===== src/rpn_stack_evaluator_core_macros.svh =====
// Assertion helpers shared by the evaluator RTL.
// Each expects clk and rst_n in scope.
`ifndef RPN_STACK_EVALUATOR_CORE_MACROS_SVH
`define RPN_STACK_EVALUATOR_CORE_MACROS_SVH

// same-cycle implication
`define RSE_ASSERT_IMP(label, ante, cons, msg) \
    label: assert property (@(posedge clk) disable iff (!rst_n) (ante) |-> (cons)) \
        else $error(msg);

// next-cycle implication
`define RSE_ASSERT_NXT(label, ante, cons, msg) \
    label: assert property (@(posedge clk) disable iff (!rst_n) (ante) |=> (cons)) \
        else $error(msg);

`endif


===== src/rse_pkg.sv =====
`timescale 1ns / 1ps

package rse_pkg;

    localparam int DATA_W  = 32;
    localparam int OP_W    = 3;
    localparam int ST_W    = 3;
    localparam int LEVEL_W = 5;

    localparam int DEF_STACK_DEPTH = 16;
    localparam int DEF_FRAC_BITS   = 16;

    localparam logic [OP_W-1:0] OP_PUSH = 3'd0;
    localparam logic [OP_W-1:0] OP_ADD  = 3'd1;
    localparam logic [OP_W-1:0] OP_SUB  = 3'd2;
    localparam logic [OP_W-1:0] OP_MUL  = 3'd3;
    localparam logic [OP_W-1:0] OP_DIV  = 3'd4;

    localparam logic [ST_W-1:0] ST_OK        = 3'd0;
    localparam logic [ST_W-1:0] ST_DIVZERO   = 3'd1;
    localparam logic [ST_W-1:0] ST_UNDERFLOW = 3'd2;
    localparam logic [ST_W-1:0] ST_FULL      = 3'd3;
    localparam logic [ST_W-1:0] ST_SAT       = 3'd4;

    localparam logic [DATA_W-1:0] Q_MAX = 32'h7FFF_FFFF;
    localparam logic [DATA_W-1:0] Q_MIN = 32'h8000_0000;

endpackage


===== src/rpn_stack_evaluator_core.sv =====
`timescale 1ns / 1ps
`include "rpn_stack_evaluator_core_macros.svh"

// RPN evaluator on a signed fixed-point operand stack (FRAC_BITS fraction bits, Q16.16 by
// default). One command word is taken at a time and gives exactly one response word.
// Push, finish, unused opcodes and error cases pass from decode to write-back (a divide by
// zero also through the load state); add and subtract run through a bit-serial adder, one
// bit a cycle; multiply is a shift-add over the 32 multiplier bits; divide is a restoring
// divider giving one quotient bit a cycle over 32+FRAC_BITS bits (48 at Q16.16). A finished
// response sits in an output register until it is taken; the next command word is accepted
// and worked on meanwhile, and its response waits in write-back until that slot is free.
// The stack RAM needs no initialisation after reset.
module rpn_stack_evaluator_core #(
    parameter int STACK_DEPTH = rse_pkg::DEF_STACK_DEPTH,
    parameter int FRAC_BITS   = rse_pkg::DEF_FRAC_BITS
) (
    input  logic                                 clk,
    input  logic                                 rst_n,
    input  logic                                 cmd_valid,
    output logic                                 cmd_stall,
    input  logic [rse_pkg::OP_W-1:0]             opcode,
    input  logic                                 finish,
    input  logic signed [rse_pkg::DATA_W-1:0]    value,
    output logic                                 rsp_valid,
    input  logic                                 rsp_stall,
    output logic signed [rse_pkg::DATA_W-1:0]    top_value,
    output logic [rse_pkg::ST_W-1:0]             status,
    output logic [rse_pkg::LEVEL_W-1:0]          stack_level,
    output logic                                 result_ready
);

    localparam int SPW = $clog2(STACK_DEPTH + 1);
    localparam int AW  = $clog2(STACK_DEPTH);
    localparam int NW  = 32 + FRAC_BITS;       // divider numerator / quotient width
    localparam int CW  = $clog2(NW);

    typedef enum logic [3:0] {
        S_IDLE,
        S_DECODE,
        S_LOAD,
        S_ADD,
        S_MUL,
        S_MFIN,
        S_DIV,
        S_DFIN,
        S_WB
    } state_t;

    state_t state_reg, state_next;
    logic [CW-1:0]  cnt_reg, cnt_next;
    logic [rse_pkg::OP_W-1:0] op_reg, op_next;
    logic           fin_reg, fin_next;
    logic [31:0]    val_reg, val_next;

    logic [SPW-1:0] sp_reg, sp_next;
    logic [31:0]    top_reg, top_next;

    // shared serial datapath: x is the word shifted through the unit, y the other operand,
    // acc the running sum / accumulator / remainder
    logic [NW-1:0]  x_reg, x_next;
    logic [31:0]    y_reg, y_next;
    logic [32:0]    acc_reg, acc_next;
    logic           carry_reg, carry_next;
    logic           neg_reg, neg_next;

    logic [31:0]    res_val_reg, res_val_next;
    logic [rse_pkg::ST_W-1:0] res_st_reg, res_st_next;
    logic           res_rdy_reg, res_rdy_next;
    logic [SPW-1:0] sp_new_reg, sp_new_next;
    logic           wr_en_reg, wr_en_next;
    logic [AW-1:0]  wr_addr_reg, wr_addr_next;

    logic           rsp_valid_reg, rsp_valid_next;
    logic [31:0]    rsp_top_reg, rsp_top_next;
    logic [rse_pkg::ST_W-1:0] rsp_st_reg, rsp_st_next;
    logic [rse_pkg::LEVEL_W-1:0] rsp_lvl_reg, rsp_lvl_next;
    logic           rsp_rdy_reg, rsp_rdy_next;

    logic [31:0]    mem [STACK_DEPTH];
    logic [31:0]    rd_q;
    logic [SPW-1:0] sp_m2;
    logic [AW-1:0]  rd_addr;
    logic           mem_we;
    logic           out_free;

    logic           is_sub, xb, yb, s_bit, c_out, add_ovf;
    logic [31:0]    add_word, add_sat;
    logic [32:0]    y_ext, mul_addend, mul_sum;
    logic [63:0]    prod;
    logic [32-FRAC_BITS:0] prod_hi;
    logic           mul_fits;
    logic [32:0]    rem_sh;
    logic [33:0]    div_diff;
    logic           div_qb;
    logic           q_pos_ovf, q_neg_ovf;
    logic [31:0]    q_neg;
    logic [31:0]    mag_a, mag_b;
    logic [SPW+4:0] lvl_ext;

    assign cmd_stall    = (state_reg != S_IDLE);
    assign rsp_valid    = rsp_valid_reg;
    assign top_value    = rsp_top_reg;
    assign status       = rsp_st_reg;
    assign stack_level  = rsp_lvl_reg;
    assign result_ready = rsp_rdy_reg;

    assign out_free = !rsp_valid_reg || !rsp_stall;
    assign sp_m2    = sp_reg - SPW'(2);
    assign rd_addr  = sp_m2[AW-1:0];
    assign mem_we   = (state_reg == S_WB) && out_free && wr_en_reg;
    assign lvl_ext  = (SPW + 5)'(sp_new_reg);

    // bit-serial add / subtract, LSB first
    assign is_sub   = (op_reg == rse_pkg::OP_SUB);
    assign xb       = x_reg[0];
    assign yb       = y_reg[0] ^ is_sub;
    assign s_bit    = xb ^ yb ^ carry_reg;
    assign c_out    = (xb & yb) | (xb & carry_reg) | (yb & carry_reg);
    assign add_ovf  = carry_reg ^ c_out;
    assign add_word = {s_bit, acc_reg[31:1]};
    assign add_sat  = neg_reg ? rse_pkg::Q_MIN : rse_pkg::Q_MAX;

    // shift-add multiply; the sign bit of the multiplier has negative weight
    assign y_ext      = {y_reg[31], y_reg};
    assign mul_addend = (cnt_reg == CW'(31)) ? (33'd0 - y_ext) : y_ext;
    assign mul_sum    = x_reg[0] ? (acc_reg + mul_addend) : acc_reg;
    assign prod       = {acc_reg[31:0], x_reg[31:0]};
    assign prod_hi    = prod[63:FRAC_BITS+31];
    assign mul_fits   = (&prod_hi) | ~(|prod_hi);

    // restoring divide on magnitudes
    assign rem_sh    = {acc_reg[31:0], x_reg[NW-1]};
    assign div_diff  = {1'b0, rem_sh} - {2'b00, y_reg};
    assign div_qb    = ~div_diff[33];
    assign q_pos_ovf = x_reg > NW'(rse_pkg::Q_MAX);
    assign q_neg_ovf = x_reg > NW'(rse_pkg::Q_MIN);
    assign q_neg     = 32'd0 - x_reg[31:0];

    assign mag_a = rd_q[31] ? (32'd0 - rd_q) : rd_q;
    assign mag_b = top_reg[31] ? (32'd0 - top_reg) : top_reg;

    always_comb
    begin
        state_next   = state_reg;
        cnt_next     = cnt_reg;
        op_next      = op_reg;
        fin_next     = fin_reg;
        val_next     = val_reg;
        sp_next      = sp_reg;
        top_next     = top_reg;
        x_next       = x_reg;
        y_next       = y_reg;
        acc_next     = acc_reg;
        carry_next   = carry_reg;
        neg_next     = neg_reg;
        res_val_next = res_val_reg;
        res_st_next  = res_st_reg;
        res_rdy_next = res_rdy_reg;
        sp_new_next  = sp_new_reg;
        wr_en_next   = wr_en_reg;
        wr_addr_next = wr_addr_reg;
        rsp_valid_next = rsp_valid_reg && rsp_stall;
        rsp_top_next = rsp_top_reg;
        rsp_st_next  = rsp_st_reg;
        rsp_lvl_next = rsp_lvl_reg;
        rsp_rdy_next = rsp_rdy_reg;

        case (state_reg)
            S_IDLE:
            begin
                if (cmd_valid)
                begin
                    op_next    = opcode;
                    fin_next   = finish;
                    val_next   = value;
                    state_next = S_DECODE;
                end
            end

            S_DECODE:
            begin
                res_val_next = top_reg;
                res_st_next  = rse_pkg::ST_OK;
                res_rdy_next = 1'b0;
                sp_new_next  = sp_reg;
                wr_en_next   = 1'b0;
                state_next   = S_WB;
                if (fin_reg)
                begin
                    if (sp_reg == '0)
                        res_st_next = rse_pkg::ST_UNDERFLOW;
                    else
                    begin
                        res_rdy_next = 1'b1;
                        sp_new_next  = '0;
                    end
                end
                else if (op_reg == rse_pkg::OP_PUSH)
                begin
                    if (sp_reg == SPW'(STACK_DEPTH))
                        res_st_next = rse_pkg::ST_FULL;
                    else
                    begin
                        res_val_next = val_reg;
                        wr_en_next   = 1'b1;
                        wr_addr_next = sp_reg[AW-1:0];
                        sp_new_next  = sp_reg + SPW'(1);
                    end
                end
                else if (op_reg == rse_pkg::OP_ADD || op_reg == rse_pkg::OP_SUB ||
                         op_reg == rse_pkg::OP_MUL || op_reg == rse_pkg::OP_DIV)
                begin
                    if (sp_reg < SPW'(2))
                        res_st_next = rse_pkg::ST_UNDERFLOW;
                    else
                        state_next = S_LOAD;   // rd_q holds the deeper operand next cycle
                end
            end

            S_LOAD:
            begin
                wr_en_next   = 1'b1;
                wr_addr_next = rd_addr;
                sp_new_next  = sp_reg - SPW'(1);
                cnt_next     = '0;
                acc_next     = '0;
                case (op_reg)
                    rse_pkg::OP_MUL:
                    begin
                        x_next     = NW'(top_reg);
                        y_next     = rd_q;
                        state_next = S_MUL;
                    end
                    rse_pkg::OP_DIV:
                    begin
                        if (top_reg == 32'd0)
                        begin
                            res_st_next = rse_pkg::ST_DIVZERO;
                            wr_en_next  = 1'b0;
                            sp_new_next = sp_reg;
                            state_next  = S_WB;
                        end
                        else
                        begin
                            x_next     = NW'(mag_a) << FRAC_BITS;
                            y_next     = mag_b;
                            neg_next   = rd_q[31] ^ top_reg[31];
                            state_next = S_DIV;
                        end
                    end
                    default:
                    begin
                        x_next     = NW'(rd_q);
                        y_next     = top_reg;
                        carry_next = is_sub;
                        neg_next   = rd_q[31];
                        state_next = S_ADD;
                    end
                endcase
            end

            S_ADD:
            begin
                x_next     = x_reg >> 1;
                y_next     = y_reg >> 1;
                carry_next = c_out;
                acc_next   = {1'b0, add_word};
                cnt_next   = cnt_reg + CW'(1);
                if (cnt_reg == CW'(31))
                begin
                    res_val_next = add_ovf ? add_sat : add_word;
                    res_st_next  = add_ovf ? rse_pkg::ST_SAT : rse_pkg::ST_OK;
                    state_next   = S_WB;
                end
            end

            S_MUL:
            begin
                acc_next       = {mul_sum[32], mul_sum[32:1]};
                x_next[31:0]   = {mul_sum[0], x_reg[31:1]};
                cnt_next       = cnt_reg + CW'(1);
                if (cnt_reg == CW'(31))
                    state_next = S_MFIN;
            end

            S_MFIN:
            begin
                if (mul_fits)
                begin
                    res_val_next = prod[FRAC_BITS+31:FRAC_BITS];
                    res_st_next  = rse_pkg::ST_OK;
                end
                else
                begin
                    res_val_next = prod[63] ? rse_pkg::Q_MIN : rse_pkg::Q_MAX;
                    res_st_next  = rse_pkg::ST_SAT;
                end
                state_next = S_WB;
            end

            S_DIV:
            begin
                acc_next = div_qb ? div_diff[32:0] : rem_sh;
                x_next   = {x_reg[NW-2:0], div_qb};
                cnt_next = cnt_reg + CW'(1);
                if (cnt_reg == CW'(NW - 1))
                    state_next = S_DFIN;
            end

            S_DFIN:
            begin
                res_st_next = rse_pkg::ST_OK;
                if (neg_reg)
                begin
                    if (q_neg_ovf)
                    begin
                        res_val_next = rse_pkg::Q_MIN;
                        res_st_next  = rse_pkg::ST_SAT;
                    end
                    else
                        res_val_next = q_neg;
                end
                else
                begin
                    if (q_pos_ovf)
                    begin
                        res_val_next = rse_pkg::Q_MAX;
                        res_st_next  = rse_pkg::ST_SAT;
                    end
                    else
                        res_val_next = x_reg[31:0];
                end
                state_next = S_WB;
            end

            S_WB:
            begin
                if (out_free)
                begin
                    rsp_valid_next = 1'b1;
                    rsp_top_next   = res_val_reg;
                    rsp_st_next    = res_st_reg;
                    rsp_lvl_next   = lvl_ext[4:0];
                    rsp_rdy_next   = res_rdy_reg;
                    sp_next        = sp_new_reg;
                    // a finish reports the old top and leaves an empty stack
                    top_next       = res_rdy_reg ? 32'd0 : res_val_reg;
                    state_next     = S_IDLE;
                end
            end

            default:
            begin
                state_next = S_IDLE;
            end
        endcase
    end

    always_ff @(posedge clk or negedge rst_n)
    begin
        if (!rst_n)
        begin
            state_reg     <= S_IDLE;
            cnt_reg       <= '0;
            op_reg        <= rse_pkg::OP_PUSH;
            fin_reg       <= 1'b0;
            val_reg       <= '0;
            sp_reg        <= '0;
            top_reg       <= '0;
            x_reg         <= '0;
            y_reg         <= '0;
            acc_reg       <= '0;
            carry_reg     <= 1'b0;
            neg_reg       <= 1'b0;
            res_val_reg   <= '0;
            res_st_reg    <= rse_pkg::ST_OK;
            res_rdy_reg   <= 1'b0;
            sp_new_reg    <= '0;
            wr_en_reg     <= 1'b0;
            wr_addr_reg   <= '0;
            rsp_valid_reg <= 1'b0;
            rsp_top_reg   <= '0;
            rsp_st_reg    <= rse_pkg::ST_OK;
            rsp_lvl_reg   <= '0;
            rsp_rdy_reg   <= 1'b0;
        end
        else
        begin
            state_reg     <= state_next;
            cnt_reg       <= cnt_next;
            op_reg        <= op_next;
            fin_reg       <= fin_next;
            val_reg       <= val_next;
            sp_reg        <= sp_next;
            top_reg       <= top_next;
            x_reg         <= x_next;
            y_reg         <= y_next;
            acc_reg       <= acc_next;
            carry_reg     <= carry_next;
            neg_reg       <= neg_next;
            res_val_reg   <= res_val_next;
            res_st_reg    <= res_st_next;
            res_rdy_reg   <= res_rdy_next;
            sp_new_reg    <= sp_new_next;
            wr_en_reg     <= wr_en_next;
            wr_addr_reg   <= wr_addr_next;
            rsp_valid_reg <= rsp_valid_next;
            rsp_top_reg   <= rsp_top_next;
            rsp_st_reg    <= rsp_st_next;
            rsp_lvl_reg   <= rsp_lvl_next;
            rsp_rdy_reg   <= rsp_rdy_next;
        end
    end

    // operand stack RAM, registered read of the entry below the top
    always_ff @(posedge clk)
    begin
        if (mem_we)
            mem[wr_addr_reg] <= res_val_reg;
        rd_q <= mem[rd_addr];
    end

    `RSE_ASSERT_IMP(a_sp_bound, 1'b1, sp_reg <= SPW'(STACK_DEPTH), "stack pointer past depth")
    `RSE_ASSERT_IMP(a_empty_top, sp_reg == '0, top_reg == 32'd0, "empty stack with nonzero top")
    `RSE_ASSERT_IMP(a_final_ok, rsp_valid && result_ready, status == rse_pkg::ST_OK, "final bad")
    `RSE_ASSERT_IMP(a_final_empty, rsp_valid && result_ready, stack_level == '0, "kept stack")
    `RSE_ASSERT_NXT(a_accept_decode, cmd_valid && !cmd_stall, state_reg == S_DECODE, "no decode")

endmodule

===== config.mk =====
export PLATFORM = sky130hd
export DESIGN_NAME = rpn_stack_evaluator_core
export DESIGN_NICKNAME = d
export VERILOG_FILES = /design/src/rse_pkg.sv /design/src/rpn_stack_evaluator_core.sv
export VERILOG_INCLUDE_DIRS = /design/src /design/src/src
export SDC_FILE = /design/constraint.sdc
export NUM_CORES = 2
export LEC_CHECK = 0
export BUFFER_PORTS_ARGS = -buffer_cell sky130_fd_sc_hd__buf_4
export CORE_UTILIZATION = 35
export CTS_CLUSTER_DIAMETER = 120
export DETAILED_ROUTE_END_ITERATION = 10
export PLACE_DENSITY = 0.62
export SYNTH_ARGS = -nofsm -noshare
export SYNTH_HDL_FRONTEND = slang
export SYNTH_SLANG_ARGS = --single-unit

===== constraint.sdc =====
create_clock -name clk -period 4.4 [get_ports clk]
set_input_delay 0.44 -clock clk [delete_from_list [all_inputs] [get_ports clk]]
set_output_delay 0.44 -clock clk [all_outputs]
set_load 0.02 [all_outputs]

Word-level counts from Yosys, hierarchy flattened
Memories as Yosys holds them, arrays and structs flattened. A register that Yosys moved wholly into a read port is not among the register bits.
Cells that the tools add are included.

storage, ports and cells
  register bits after elaboration = 281
  bits in latches = 0
  memory bits (writable) = 512
  ROM bits = 0
  output and inout port bits = 43
  word-level logic and storage cells = 197
  memories kept = 1

operators by class
  $add $sub $neg = 10
  multiply operators = 0
  div/mod/pow operators = 0
  order comparisons = 3
  equality and inequality tests = 28
  shifts and indexed selects = 0
  muxes and demuxes = 81
  bitwise logic cells = 14
  reduce and logical (&&, ||, !) cells = 37

memory list
  memory  depth  bits a word  rd ports  clocked after Yosys merged registers in  wr ports  line                            text
  mem     16     32           1         1                                        1         rpn_stack_evaluator_core.sv:79  logic [31:0] mem [STACK_DEPTH];

operator list
  kind                                                                    count
  32-bit 2-to-1 mux                                                       15
  32-bit one-hot mux with 4 select lines                                  2
  33-bit one-hot mux with 4 select lines                                  1
  32-bit one-hot mux with 2 select lines                                  2
  33-bit 2-to-1 mux                                                       3
  48-bit one-hot mux with 2 select lines                                  1
  1-bit by 32-bit subtractor with 32-bit output, first input constant     3
  4-bit 2-to-1 mux                                                        13
  48-bit by 31-bit > comparator with 1-bit output, second input constant  1
  48-bit by 32-bit > comparator with 1-bit output, second input constant  1
  48-bit 2-to-1 mux                                                       1
  16-bit one-hot mux with 3 select lines                                  1
  33-bit by 32-bit subtractor with 34-bit output                          1
  33-bit adder                                                            1
  1-bit by 32-bit subtractor with 33-bit output, first input constant     1
  32-bit logical NOT                                                      1
  4-bit one-hot mux with 8 select lines                                   1
  3-bit 2-to-1 mux                                                        10
  5-bit 2-to-1 mux                                                        6
  2-bit inequality test, second input constant                            12
  17-bit AND reduction                                                    1
  17-bit OR reduction                                                     1
  4-bit by 3-bit == test with 1-bit output, second input constant         4
  4-bit one-hot mux with 2 select lines                                   2
  41 further kinds                                                        88

Logic depth before layout (Yosys ltp)
  depth after elaboration = 9
  gate-level depth with buffers = 19
  gate-level depth less buffers = 19

Least setup slack after synthesis
OpenSTA, ideal clock, no wires.

  path type = register -> register
  start point = register state_reg[2]
  end point = memory mem[0][0] (enable)
  data arrival time = 4191 ps
  data required time = 3939 ps
  setup slack = -252 ps
  stages on the path, launching flop included = 8
  path buffers = 1
  clock period less this slack = 4652 ps
  cell sequence = dfrtp_1 clkbuf_1 nor3_1 nand2_1 a21oi_1 nand2_1 or3_1 nor3_1

on the way
  cells in the longest elaborated chain, start to end = 5

RTL lines
  item                                    line                             text
  start: declaration                      rpn_stack_evaluator_core.sv:49   state_t state_reg, state_next;
  start signal: assignment                rpn_stack_evaluator_core.sv:389  state_reg <= state_next;
  4-bit == test                           rpn_stack_evaluator_core.sv:110  assign mem_we = (state_reg == S_WB) && out_free && wr_en_reg;
  1-bit logical AND (2 in a row)          rpn_stack_evaluator_core.sv:110
  1-bit 2-to-1 mux                        rpn_stack_evaluator_core.sv:418  if (mem_we)
  1-bit 2-to-1 mux (implied by the code)  rpn_stack_evaluator_core.sv:419  mem[wr_addr_reg] <= res_val_reg;
  end: declaration                        rpn_stack_evaluator_core.sv:79

Every way passes these cells.

Final worst setup path
  start point = register y_reg[4]
  end point = register acc_reg[24]

on the way
  cells in the longest elaborated chain, start to end = 5
  elaborated cells between the ends (all ways) = 7

RTL lines
  item                                           line                             text
  start: declaration                             rpn_stack_evaluator_core.sv:61   logic [31:0] y_reg, y_next;
  start signal: assignment                       rpn_stack_evaluator_core.sv:397  y_reg <= y_next;
  1-bit by 32-bit subtractor with 33-bit output  rpn_stack_evaluator_core.sv:125  assign mul_addend = (cnt_reg == CW'(31)) ? (33'd0 - y_ext) : y_ext;
  33-bit 2-to-1 mux                              rpn_stack_evaluator_core.sv:125
  33-bit adder                                   rpn_stack_evaluator_core.sv:126  assign mul_sum = x_reg[0] ? (acc_reg + mul_addend) : acc_reg;
  33-bit 2-to-1 mux                              rpn_stack_evaluator_core.sv:126
  33-bit one-hot mux with 4 select lines *       rpn_stack_evaluator_core.sv:168  case (state_reg)
  end signal: assignment                         rpn_stack_evaluator_core.sv:398  acc_reg <= acc_next;
  end: declaration                               rpn_stack_evaluator_core.sv:62   logic [32:0] acc_reg, acc_next;

Mark *: on every way between the ends. The rest lies on a longest branch, timed or not.
A chain may end at the register's enable or synchronous reset.

==> flow_metrics.tcl <==
set metrics [dict create \
    status "complete, but fails checks" \
    failed_checks "design-rule violations" \
    leakage_nw 17.2 \
    fin_worst_skew_ns 0.0796 \
    cts_tree "done" \
    cts-root-buf "clkbuf_16" \
    drive_gt1_frac 0.189 \
    antenna_left 0 \
    yosysWarnings 0 \
    timing.rr.end "acc_reg[24]$_DFFE_PN0P_" \
    netlist.top_cell.by_area "edfxtp_1" \
    synth-edff-count 512 \
    portBuffers 82 \
    grt_usage 0.216 \
    grt_max_degree 136 \
    syn_to_final_growth_pct 15.7 \
    wl_met3_um 9950 \
    synth_seq_cells 825 \
    hold_end "val_reg[21]$_DFFE_PN0P_" \
    tns_ns 0 \
    ff2ff_path_depth 20 \
    cts.clk_slew.worst_paths_ns 0.06 \
    overflow 0 \
    synthDistinctLibCells 85 \
    wl_um 128000 \
    ir_drop_mv 0.659 \
    hold_class "input port to register" \
    max_slew_margin 0.289 \
    first_global_vias 28884 \
    num_rows 125 \
    met1Wirelength_um 55300 \
    synth_top_area_share 0.376 \
    endpoint_kind "register" \
    start_util 0.352 \
    cap_viol_max_count 0 \
    cp-start-kind "register" \
    via_per_inst 5.85 \
    pin_count 83 \
    min-delay-start "value[21]" \
    worst_pin_slew_ns 1.05 \
    antenna_cells 0 \
    post-route-util 0.408 \
    drt_iter0_drc 3828 \
    cts_sinks 825 \
    r2r-start "y_reg[4]$_DFFE_PN0P_" \
    avgSynthCellArea_um2 12.1 \
    clk_latency_ns 0.69 \
    cts_buffer_depth 3 \
    dieArea_um2 118000 \
    largest_reg_flops 512 \
    ys_top_cells_by_area "edfxtp_1, dfrtp_1, mux4_2, o21ai_0, nand2_1" \
    antenna_found_initial 1 \
    cp.arrival_ns 4.73 \
    dp_hpwl_um 83800 \
    path_class "register to register" \
    wl_met2_um 57700 \
    gp_congestion 0.964 \
    hold_depth 2 \
    dieHeight_um 344 \
    hold_violations 0 \
    vias 29696 \
    required_ns 4.93 \
    grt_pass1_wl_um 191000 \
    layout.nets 3599 \
    top_layer_used "met5" \
    syn-cell-area_um2 40900 \
    synth_nets 3485 \
    slew_viol_final 0 \
    period_share 0.954 \
    placed_cell_area_um2 44200 \
    synthCells 3367 \
    clock.fmax_mhz 238 \
    cp_max_fo 4 \
    die_w_um 344 \
    setup_viol 0 \
    reg2reg_slack_ns 0.20 \
    p_per_area_nw_per_um2 720 \
    cts_made_buffers 88 \
    async_reset_ff_frac 0.341 \
    synth-main-ff-cell "edfxtp_1" \
    post-route-drc-count 2 \
    ys_seq_area_frac 0.563 \
    wire_per_inst_um 25.3 \
    cts_max_level 3 \
    period_minus_slack_ns 4.20 \
    timing.critical_path.from "y_reg[4]$_DFFE_PN0P_" \
    finalInstanceArea_um2 47300 \
    core_um2 116000 \
    first_pass_iters 11 \
]
==> synth_stat cells (54+ instances only) <==
library cell,number
nand2_1,358
clkbuf_1,207
nand2b_1,54
mux4_2,161
inv_1,64
nor3_1,60
xnor2_1,89
ha_1,75
dfrtp_1,281
edfxtp_1,512
nor2_1,201
a21oi_1,192
o21ai_0,303
==> what timing repair did <==
item	4_1_cts	5_1_grt
setup endpoints to repair	0	6
hold buffers	11	0
hold endpoints to repair	76	0
buffers inserted	0	4
gates resized for setup	0	22
==> final cells by class <==
class | count | area [µm²]
Multi-Input combinational cell | 2238 | 17000
Clock buffer | 114 | 2430
Inverter | 64 | 240
Fill cell | 10802 | 68700
Timing Repair Buffer | 264 | 2170
Clock inverter | 43 | 478
Sequential cell | 825 | 23100
Tap cell | 1524 | 1910
==> worst max-delay path by stage <==
| stage | endpoint | slack [ns] |
|---|---|---|
| floorplan | acc_reg[30]$_DFFE_PN0P_ | 0.26 |
| global placement | acc_reg[31]$_DFFE_PN0P_ | 0.02 |
| detailed placement | acc_reg[31]$_DFFE_PN0P_ | 0.02 |
| CTS | acc_reg[31]$_DFFE_PN0P_ | 0.03 |
| global route | acc_reg[31]$_DFFE_PN0P_ | -0.0003 |
| finish | acc_reg[24]$_DFFE_PN0P_ | 0.20 |
==> power breakdown <==
part | switching [W] | internal (W) | leakage, nW | total [W]
Clock | 0.00322 | 0.00423 | 1.40 | 0.00745
Sequential | 0.00297 | 0.0102 | 8.43 | 0.0132
Combinational | 0.00782 | 0.00560 | 7.38 | 0.0134
==> per-stage QoR <==
step	hold WS, ns	cells	power, W	setup WS [ns]
after floorplan	0.144	3367	0.0210	0.260
after global placement	0.461	4901	0.0263	0.0189
after detailed placement	0.456	4901	0.0264	0.0163
after CTS	0.0274	5069	0.0339	0.0345
after global routing	0.0271	5072	0.0357	-0.000324
final	0.0524	5072	0.0340	0.204
==> logic make-up (layout without fill, tap and decap cells) <==
group / after synthesis / after routing / synth area share
fa+ha+maj: 78 / 78 / 0.0244
simple gates: 877 / 877 / 0.100
flops: 825 / 825 / 0.563
mux: 244 / 244 / 0.110
compound gates: 901 / 901 / 0.144
buf+inv: 304 / 485 / 0.0288
xor+xnor: 138 / 138 / 0.0295
==> per-layer routing <==
metal,vias to the layer above,GRT usage
li1,13127,-
met1,14889,0.304
met2,1372,0.332
met3,306,0.0351
met4,2,0.0840
met5,-,0
==> worst max-delay path: stages (launching register included) <==
cell and delay [ns]:
dfrtp_1 0.40, inv_2 0.06, nand4_1 0.15, nor4_2 0.30, buf_4 0.17, nand4_1 0.11, nor2_1 0.12, buf_4 0.14
a21oi_1 0.08, xnor2_1 0.14, ha_1 0.26, a211oi_1 0.24, o211ai_1 0.15, a221oi_1 0.28, o211ai_1 0.19, buf_4 0.18
o31a_1 0.28, a211o_1 0.28, xor2_1 0.14, a222oi_1 0.29, o21ai_0 0.13
==> cells in the final DEF, fill, tap and decap left out, types with 23 or more instances in the layout <==
cell       synthesis  layout
edfxtp_1         512     512
nand2_1          358     357
or4_1             23      23
o2111ai_1         28      28
mux4_2           161     161
ha_1              75      74
xnor2_1           89      88
mux2i_1           45      45
inv_1             64      60
dfxtp_1           32      32
a221oi_1          48      48
dfrtp_1          281     278
mux2_2            38      38
clkbuf_16          0      89
nand2b_1          54      53
o31ai_1           30      28
nor2_1           201     186
nor3_1            60      54
a222oi_1          44      44
a22oi_1           36      36
a21oi_1          192     186
o21ai_0          303     296
xor2_1            49      48
nand3_1           41      39
buf_4              1     239
a21o_1            37      37
(Power assumes the default switching activity.)
